$ cat config.mk
export PLATFORM = sky130hd
export DESIGN_NAME = link_frame_fletcher_encoder_core_flat
export DESIGN_NICKNAME = d
export VERILOG_FILES = /design/src/hw/rtl/lffe_pkg.sv /design/src/hw/rtl/lffe_if.sv /design/src/hw/rtl/lffe_core.sv /design/src/hw/rtl/lffe_ser.sv /design/src/hw/rtl/link_frame_fletcher_encoder_core.sv /design/src/flat_wrapper.sv
export SDC_FILE = /design/constraint.sdc
export NUM_CORES = 1
export LEC_CHECK = 0
export BUFFER_PORTS_ARGS = -buffer_cell sky130_fd_sc_hd__buf_2
export CAP_MARGIN = 15
export CELL_PAD_IN_SITES_DETAIL_PLACEMENT = 1
export CELL_PAD_IN_SITES_GLOBAL_PLACEMENT = 1
export CORE_MARGIN = 5
export CORE_UTILIZATION = 30
export DETAILED_ROUTE_END_ITERATION = 10
export MAX_ROUTING_LAYER = met4
export PLACE_DENSITY = 0.53
export SLEW_MARGIN = 0
export SYNTH_ARGS = -nofsm -noshare
export SYNTH_HDL_FRONTEND = slang
export SYNTH_HIERARCHICAL = 1
export SYNTH_SLANG_ARGS = --single-unit
$ cat constraint.sdc
create_clock -name clk -period 5.4 [get_ports clk]
set_input_delay 0.54 -clock clk [delete_from_list [all_inputs] [get_ports clk]]
set_output_delay 0.54 -clock clk [all_outputs]
set_load 0.01 [all_outputs]
$ cat src/hw/rtl/lffe_pkg.sv
// -----------------------------------------------------------------------------
// Link frame encoder package
// Constants and types shared by the frame encoder modules.
// -----------------------------------------------------------------------------
`timescale 1ns / 1ps

package lffe_pkg;

  localparam int unsigned MAX_PAYLOAD_DEF = 64;
  localparam logic [7:0]  START_FIRST     = 8'hBC;
  localparam logic [7:0]  START_SECOND    = 8'hCF;
  localparam int unsigned BUNDLE_MAX      = 6;
  localparam int unsigned CNT_W           = $clog2(BUNDLE_MAX + 1);
  localparam int unsigned IDX_W           = $clog2(BUNDLE_MAX);

  typedef enum logic {
    KIND_HEADER = 1'b0,
    KIND_DATA   = 1'b1
  } lffe_kind_t;

  // All result bytes caused by one input item, in output order.
  typedef struct packed {
    logic [BUNDLE_MAX-1:0][7:0] bytes;
    logic [CNT_W-1:0]           cnt;
    logic                       has_end;
    logic                       err;
  } lffe_bundle_t;

endpackage

$ cat src/hw/rtl/lffe_if.sv
// -----------------------------------------------------------------------------
// Link frame encoder channels
// Valid/ready channels for input items and serialized frame bytes.
// -----------------------------------------------------------------------------
`timescale 1ns / 1ps

interface lffe_in_if;
  logic       valid;
  logic       ready;
  logic       kind;
  logic [7:0] pkt_type;
  logic [7:0] pkt_length;
  logic [7:0] data_byte;

  modport source (output valid, kind, pkt_type, pkt_length, data_byte, input ready);
  modport sink   (input valid, kind, pkt_type, pkt_length, data_byte, output ready);
endinterface

interface lffe_out_if;
  logic       valid;
  logic       ready;
  logic [7:0] out_byte;
  logic       frame_end;
  logic       error;

  modport source (output valid, out_byte, frame_end, error, input ready);
  modport sink   (input valid, out_byte, frame_end, error, output ready);
endinterface

$ cat src/hw/rtl/lffe_core.sv
// -----------------------------------------------------------------------------
// Link frame encoder item stage
// Updates frame state and checksums per item and registers its result bytes.
// -----------------------------------------------------------------------------
`timescale 1ns / 1ps

module lffe_core #(
  parameter int unsigned MAX_PAYLOAD = lffe_pkg::MAX_PAYLOAD_DEF
) (
  input  logic                  clk,
  input  logic                  rst_n,
  lffe_in_if.sink               in_chan,
  output lffe_pkg::lffe_bundle_t bun,
  output logic                  bun_valid,
  input  logic                  bun_take
);
  import lffe_pkg::*;

  localparam logic [7:0] MAX_LEN = 8'(MAX_PAYLOAD);

  logic         frame_open_r, frame_open_nxt;
  logic [7:0]   bytes_left_r, bytes_left_nxt;
  logic [7:0]   sum_first_r, sum_first_nxt;
  logic [7:0]   sum_second_r, sum_second_nxt;
  lffe_bundle_t bun_r, bun_nxt;
  logic         bun_valid_r;
  logic         accept;

  assign in_chan.ready = !bun_valid_r || bun_take;
  assign accept        = in_chan.valid && in_chan.ready;
  assign bun           = bun_r;
  assign bun_valid     = bun_valid_r;

  always_comb begin
    bun_nxt        = '0;
    frame_open_nxt = frame_open_r;
    bytes_left_nxt = bytes_left_r;
    sum_first_nxt  = sum_first_r;
    sum_second_nxt = sum_second_r;
    if (in_chan.kind == KIND_HEADER) begin
      if (in_chan.pkt_length > MAX_LEN) begin
        bun_nxt.cnt = CNT_W'(1);
        bun_nxt.err = 1'b1;
      end else begin
        // Seeding with type then length: first = type + len, second = type + first.
        sum_first_nxt    = in_chan.pkt_type + in_chan.pkt_length;
        sum_second_nxt   = in_chan.pkt_type + sum_first_nxt;
        bun_nxt.bytes[0] = START_FIRST;
        bun_nxt.bytes[1] = START_SECOND;
        bun_nxt.bytes[2] = in_chan.pkt_type;
        bun_nxt.bytes[3] = in_chan.pkt_length;
        if (in_chan.pkt_length == 8'd0) begin
          bun_nxt.bytes[4] = sum_first_nxt;
          bun_nxt.bytes[5] = sum_second_nxt;
          bun_nxt.cnt      = CNT_W'(6);
          bun_nxt.has_end  = 1'b1;
          frame_open_nxt   = 1'b0;
          bytes_left_nxt   = 8'd0;
        end else begin
          bun_nxt.cnt    = CNT_W'(4);
          frame_open_nxt = 1'b1;
          bytes_left_nxt = in_chan.pkt_length;
        end
      end
    end else if (!frame_open_r) begin
      bun_nxt.cnt = CNT_W'(1);
      bun_nxt.err = 1'b1;
    end else begin
      sum_first_nxt    = sum_first_r + in_chan.data_byte;
      sum_second_nxt   = sum_second_r + sum_first_nxt;
      bytes_left_nxt   = bytes_left_r - 8'd1;
      bun_nxt.bytes[0] = in_chan.data_byte;
      if (bytes_left_nxt == 8'd0) begin
        bun_nxt.bytes[1] = sum_first_nxt;
        bun_nxt.bytes[2] = sum_second_nxt;
        bun_nxt.cnt      = CNT_W'(3);
        bun_nxt.has_end  = 1'b1;
        frame_open_nxt   = 1'b0;
      end else begin
        bun_nxt.cnt = CNT_W'(1);
      end
    end
  end

  always_ff @(posedge clk) begin
    if (!rst_n) begin
      frame_open_r <= 1'b0;
      bytes_left_r <= 8'd0;
      sum_first_r  <= 8'd0;
      sum_second_r <= 8'd0;
      bun_valid_r  <= 1'b0;
    end else if (accept) begin
      frame_open_r <= frame_open_nxt;
      bytes_left_r <= bytes_left_nxt;
      sum_first_r  <= sum_first_nxt;
      sum_second_r <= sum_second_nxt;
      bun_valid_r  <= 1'b1;
    end else if (bun_take) begin
      bun_valid_r <= 1'b0;
    end
  end

  always_ff @(posedge clk) begin
    if (accept) begin
      bun_r <= bun_nxt;
    end
  end

endmodule

$ cat src/hw/rtl/lffe_ser.sv
// -----------------------------------------------------------------------------
// Link frame encoder serializer
// Emits the result bytes of one item, one byte per output transfer.
// -----------------------------------------------------------------------------
`timescale 1ns / 1ps

module lffe_ser (
  input  logic                   clk,
  input  logic                   rst_n,
  input  lffe_pkg::lffe_bundle_t bun,
  input  logic                   bun_valid,
  output logic                   bun_take,
  lffe_out_if.source             out_chan
);
  import lffe_pkg::*;

  lffe_bundle_t     hold_r;
  logic             hold_valid_r;
  logic [IDX_W-1:0] idx_r;
  logic             last;
  logic             xfer;

  assign last     = (CNT_W'(idx_r) == CNT_W'(hold_r.cnt - CNT_W'(1)));
  assign xfer     = hold_valid_r && out_chan.ready;
  assign bun_take = !hold_valid_r || (xfer && last);

  assign out_chan.valid     = hold_valid_r;
  assign out_chan.out_byte  = hold_r.bytes[idx_r];
  assign out_chan.frame_end = hold_r.has_end && last;
  assign out_chan.error     = hold_r.err;

  always_ff @(posedge clk) begin
    if (!rst_n) begin
      hold_valid_r <= 1'b0;
      idx_r        <= '0;
    end else if (bun_take) begin
      hold_valid_r <= bun_valid;
      idx_r        <= '0;
    end else if (xfer) begin
      idx_r <= idx_r + IDX_W'(1);
    end
  end

  always_ff @(posedge clk) begin
    if (bun_take) begin
      hold_r <= bun;
    end
  end

endmodule

$ cat src/hw/rtl/link_frame_fletcher_encoder_core.sv
// -----------------------------------------------------------------------------
// Link frame encoder
// Serializes link frames with start bytes, type, length, payload and a
// Fletcher-8 checksum pair.
// -----------------------------------------------------------------------------
// Channel   Dir  Payload                                  Transfer per
// in_chan   in   kind, pkt_type, pkt_length, data_byte    input item
// out_chan  out  out_byte, frame_end, error               frame byte
//
// An item is registered in the core, then copied to the serializer's hold
// register, from which its first byte is offered; its bytes leave one per cycle
// while out_chan is ready: 1 for a payload byte or a rejected item, 3 for the
// last payload byte, 4 for a header, 6 for a header of length zero.
// The serializer sets the rate: a new item enters as the previous item's last
// byte transfers, so payload bytes stream one per cycle while out_chan is ready.
// Reset clears frame state and empties both stages; no clearing pass.
// A stall on out_chan holds the current byte; in_chan stalls once one item
// waits behind the one being serialized.
// -----------------------------------------------------------------------------
`timescale 1ns / 1ps

module link_frame_fletcher_encoder_core #(
  parameter int unsigned MAX_PAYLOAD = lffe_pkg::MAX_PAYLOAD_DEF
) (
  input  logic       clk,
  input  logic       rst_n,
  lffe_in_if.sink    in_chan,
  lffe_out_if.source out_chan
);
  import lffe_pkg::*;

  lffe_bundle_t bun;
  logic         bun_valid;
  logic         bun_take;

  lffe_core #(
    .MAX_PAYLOAD(MAX_PAYLOAD)
  ) u_core (
    .clk      (clk),
    .rst_n    (rst_n),
    .in_chan  (in_chan),
    .bun      (bun),
    .bun_valid(bun_valid),
    .bun_take (bun_take)
  );

  lffe_ser u_ser (
    .clk      (clk),
    .rst_n    (rst_n),
    .bun      (bun),
    .bun_valid(bun_valid),
    .bun_take (bun_take),
    .out_chan (out_chan)
  );

endmodule

$ cat src/flat_wrapper.sv
// flat-port wrapper written by rule: the top's interface ports become plain ports
module link_frame_fletcher_encoder_core_flat import lffe_pkg::*;
#(
  parameter int unsigned MAX_PAYLOAD = lffe_pkg::MAX_PAYLOAD_DEF
)
  (clk, rst_n, in_chan_valid, in_chan_kind, in_chan_pkt_type, in_chan_pkt_length, in_chan_data_byte, in_chan_ready, out_chan_valid, out_chan_out_byte, out_chan_frame_end, out_chan_error, out_chan_ready);
  lffe_in_if in_chan_i ();
  lffe_out_if out_chan_i ();
  input  logic clk;
  input  logic rst_n;
  input wire logic [$bits(in_chan_i.valid)-1:0] in_chan_valid;
  input wire logic [$bits(in_chan_i.kind)-1:0] in_chan_kind;
  input wire logic [$bits(in_chan_i.pkt_type)-1:0] in_chan_pkt_type;
  input wire logic [$bits(in_chan_i.pkt_length)-1:0] in_chan_pkt_length;
  input wire logic [$bits(in_chan_i.data_byte)-1:0] in_chan_data_byte;
  output wire logic [$bits(in_chan_i.ready)-1:0] in_chan_ready;
  output wire logic [$bits(out_chan_i.valid)-1:0] out_chan_valid;
  output wire logic [$bits(out_chan_i.out_byte)-1:0] out_chan_out_byte;
  output wire logic [$bits(out_chan_i.frame_end)-1:0] out_chan_frame_end;
  output wire logic [$bits(out_chan_i.error)-1:0] out_chan_error;
  input wire logic [$bits(out_chan_i.ready)-1:0] out_chan_ready;
  assign in_chan_i.valid = in_chan_valid;
  assign in_chan_i.kind = in_chan_kind;
  assign in_chan_i.pkt_type = in_chan_pkt_type;
  assign in_chan_i.pkt_length = in_chan_pkt_length;
  assign in_chan_i.data_byte = in_chan_data_byte;
  assign in_chan_ready = in_chan_i.ready;
  assign out_chan_valid = out_chan_i.valid;
  assign out_chan_out_byte = out_chan_i.out_byte;
  assign out_chan_frame_end = out_chan_i.frame_end;
  assign out_chan_error = out_chan_i.error;
  assign out_chan_i.ready = out_chan_ready;
  link_frame_fletcher_encoder_core #(.MAX_PAYLOAD(MAX_PAYLOAD)) u_core (.clk(clk), .rst_n(rst_n), .in_chan(in_chan_i), .out_chan(out_chan_i));
endmodule
==> results_dict.tcl <==
set metrics [dict create \
    yosysUniqueCellTypes 66 \
    timing.final.ws_setup_ns 1.979 \
    drt_wl_total_um 19520 \
    cts_buffer_depth 2 \
    vias 4702 \
    io_buffers 40 \
    grt.total_usage_pct 15.94 \
    cts.sinks 135 \
    placed_cells 894 \
    min_from "in_chan_valid" \
    drive_gt1_share_pct 16.22 \
    switching_share_pct 29.58 \
    rsz0062_at_grt "false" \
    end_kind "flip-flop" \
    drtAntennaViolNets 0 \
    clockPowerShare_pct 41.0 \
    drc_errors 0 \
    postSynthCellCount 586 \
    fillCellCount 2456 \
    ys_seq_area_share_pct 55.26 \
    setup_viol 0 \
    coreArea_um2 22430 \
    cts_tree "done" \
    dieArea_um2 25750 \
    min_period_over_period_pct 63.35 \
    syn_area_per_cell_um2 11.59 \
    areaGrowthSynthToFinish_pct 16.30 \
    crit_path_max_incr_delay_ns 0.66 \
    fin_cells 926 \
    synth_edf_count 105 \
    synth_top_area_cell "edfxtp_1" \
    post_drt_via_cell_ratio 5.078 \
    pre_cts_slack_ns 1.663 \
    drtIter0Drc 263 \
    min_delay_path_depth 3 \
    postCtsHoldBufs 0 \
    antenna_found_initial 0 \
    syn_nets 652 \
    clkTransAtPathRegs_ns 0.08 \
    dr.pass1.iters 6 \
    regToRegStartpoint "u_core/u_ser/hold_r[2]" \
    switchingPower_uw 836.0 \
    cts_resized 0 \
    place_congestion 0.8628 \
    worstMarginPinSlew_ns 0.7579 \
    critical_path_required_ns 5.72 \
    netlist_area_um2 6793 \
    fp.dieW_um 160.5 \
    slew_violations 0 \
    async_flop_share_pct 0 \
    hpwl_um 14470 \
    max_freq_mhz 292.3 \
    cts_made_buffers 17 \
    netlist_top_cells_area "edfxtp_1 (46%), dfxtp_1 (8.8%), ha_1 (6.1%)" \
    wire_per_inst_um 21.08 \
    hold_path_end "u_core/u_core/bun_valid" \
    htree_levels 4 \
    grt_pass1_vias 5069 \
    ys_seq_elements 135 \
    max_cap_viol_count 0 \
    reg2reg_depth 11 \
    chipHeight_um 160.5 \
    crit_type "reg -> reg" \
    worstSkewPairLatency_ns 0.43 \
    grt_max_degree 54 \
    cellLeakagePower_uw 0.003053 \
    antenna_cells 0 \
    synth_top_area_share_pct 46.42 \
    fin_nets 694 \
    p_seq_share_pct 43.5 \
    pwr-share-comb_pct 15.4 \
    overflow 0 \
    cts_setup_buffers 0 \
    synth_warnings 6 \
    critPathLaunch "u_core/u_ser/hold_r[2]" \
    tns_ns 0 \
    min_path_type "in -> reg" \
    reg2reg_slack_ns 1.98 \
    num_rows 55 \
    fin_crit_ns 3.421 \
    final_hold_viol_count 0 \
    relSlewSlack_pct 49.25 \
    worst_clock_skew_ns 0.02158 \
    start_util_pct 30.28 \
    synth_top_flop_cell "edfxtp_1" \
    start_kind "flip-flop" \
    cp_max_fo 39 \
    crit_path_top_delay_cell "and2_2" \
    io_pins 41 \
    path_cells "inv_1 > ha_1 > xnor3_2 > and4b_4 > nand2b_2 > nand2b_1 > and2_2 > nor2b_2 > buf_4 > o21ai_0 > a221oi_1" \
    grt_pass1_wl_um 30300 \
    peakVddDrop_mv 0.2395 \
    p_per_area_nw_per_um2 357.8 \
    arrival_ns 3.74 \
    status "finished, final reports clean" \
    internal_power_uw 1991 \
    r2r-end "u_core/u_core/bytes_left_r[0]" \
    root_buffer "clkbuf_16" \
]
## state kept, by name, indices dropped and copies added, names as in the netlist
name                         count
u_core/u_core/bytes_left_r       8
u_core/u_core/bun_valid          1
u_core/u_core/bun               52
u_core/u_core/sum_second_r       8
u_core/u_ser/out_chan.valid      1
u_core/u_core/sum_first_r        8
u_core/u_ser/hold_r             52
u_core/u_ser/idx_r               3
u_core/u_core/frame_open_r       1
u_core/u_ser/out_chan.error      1
## metal layers
| metal | track usage (%) | vias to the layer above | routed length [um] |
|---|---|---|---|
| met1 | 20.51 | 2362 | 9091 |
| met3 | 2.823 | 17 | 623 |
| met4 | 3.794 | 0 | 229 |
| met2 | 26.32 | 68 | 9574 |
| li1 | - | 2255 | - |
| met5 | - | - | 0 |
## worst max-delay path, delay by kind of cell (launching register included)
kind,cells,cell delay (ns)
buffers and inverters,2,0.46
DFF,1,0.39
AOI/OAI and AO/OA,2,0.45
and+or+nand+nor,5,1.44
adders and majority gates,1,0.21
xor gates and xnor gates,1,0.35
## cell families (layout without fill, tap and decap cells)
logic type,count (synthesis),in the layout,share of synthesized area [%]
xor+xnor,26,26,3.887
flops,135,135,55.26
other cells,1,1,0.05521
buf+inv,62,117,3.721
mux,19,19,4.273
fa+ha+maj,37,37,7.257
simple gates,168,168,12.21
compound gates,138,138,13.34
## per-stage QoR
step	hold slack, ns	cell area, um2	power, uW	utilization, %
floorplan	0.4003	6793	1537	-
global placement	0.4006	7298	1681	32.53
detailed placement	0.4063	7298	1693	32.53
CTS	0.3822	7900	2863	35.21
global route	0.3949	7900	2963	35.21
finish	0.3937	7900	2827	35.21
## how the worst max path moves through the flow
| stage | endpoint | slack [ns] | depth (start not counted) |
|---|---|---|---|
| floorplan | u_core/u_core/bytes_left_r[0] | 0.31 | 11 |
| global placement | u_core/u_core/bun[52] | 1.73 | 13 |
| CTS | u_core/u_core/bytes_left_r[0] | 1.92 | 9 |
| finish | u_core/u_core/bytes_left_r[0] | 1.98 | 11 |
| global route | u_core/u_core/bytes_left_r[0] | 1.72 | 9 |
| detailed placement | u_core/u_core/bun[52] | 1.66 | 13 |
## cells in the mapped netlist, drive strengths merged, types with 2 or more instances
library cell,count
a221oi,3
inv,36
a31oi,4
dfxtp,30
clkbuf,14
and2,3
nor4,3
a21o,9
a311oi,3
o2111ai,2
mux2i,11
a32o,5
clkinv,2
o21ai,28
fa,4
xnor3,2
buf,10
ha,33
nand2b,6
nor3,15
nor3b,2
edfxtp,105
a22oi,3
and3,9
nand2,58
xor2,10
nor4b,2
nor2b,10
o211ai,12
mux4,8
xnor2,14
o22ai,10
a211oi,12
o21a,4
nand3,7
or3,4
nor2,41
a21oi,32
a21boi,3
## area by class of cell
cell class / instances / area [um2] / area share (%)
Tap cell: 285 / 356.6 / 4.514
Clock inverter: 15 / 176.4 / 2.233
Clock buffer: 17 / 425.4 / 5.385
Inverter: 38 / 142.6 / 1.806
Sequential cell: 135 / 3754 / 47.51
Timing Repair Buffer: 47 / 252.7 / 3.199
Multi-Input combinational cell: 389 / 2793 / 35.35
## power by group through the flow
stage	Sequential, uW	Clock [uW]	Combinational, uW
after floorplan	1240	0	296
after global placement	1250	0	429
after detailed placement	1260	0	436
after CTS	1230	1190	439
after global routing	1240	1240	481
final	1230	1160	437
## placed cells by master, fill, tap and decap left out, drive strengths merged, types with 4 or more instances in the layout
cell type	netlist	layout
a21o	9	9
nand3	7	7
a32o	5	5
nand2b	6	6
a31oi	4	4
dfxtp	30	30
or3	4	4
edfxtp	105	105
o21ai	28	28
nor3	15	15
and3	9	9
clkbuf	14	17
fa	4	4
xor2	10	10
xnor2	14	14
a211oi	12	12
mux2i	11	11
o211ai	12	12
inv	36	44
mux4	8	8
a21oi	32	32
o21a	4	4
nor2b	10	10
ha	33	33
o22ai	10	10
nand2	58	58
clkinv	2	7
nor2	41	41
buf	10	47
Note: power is estimated with default switching activity, not from simulation.
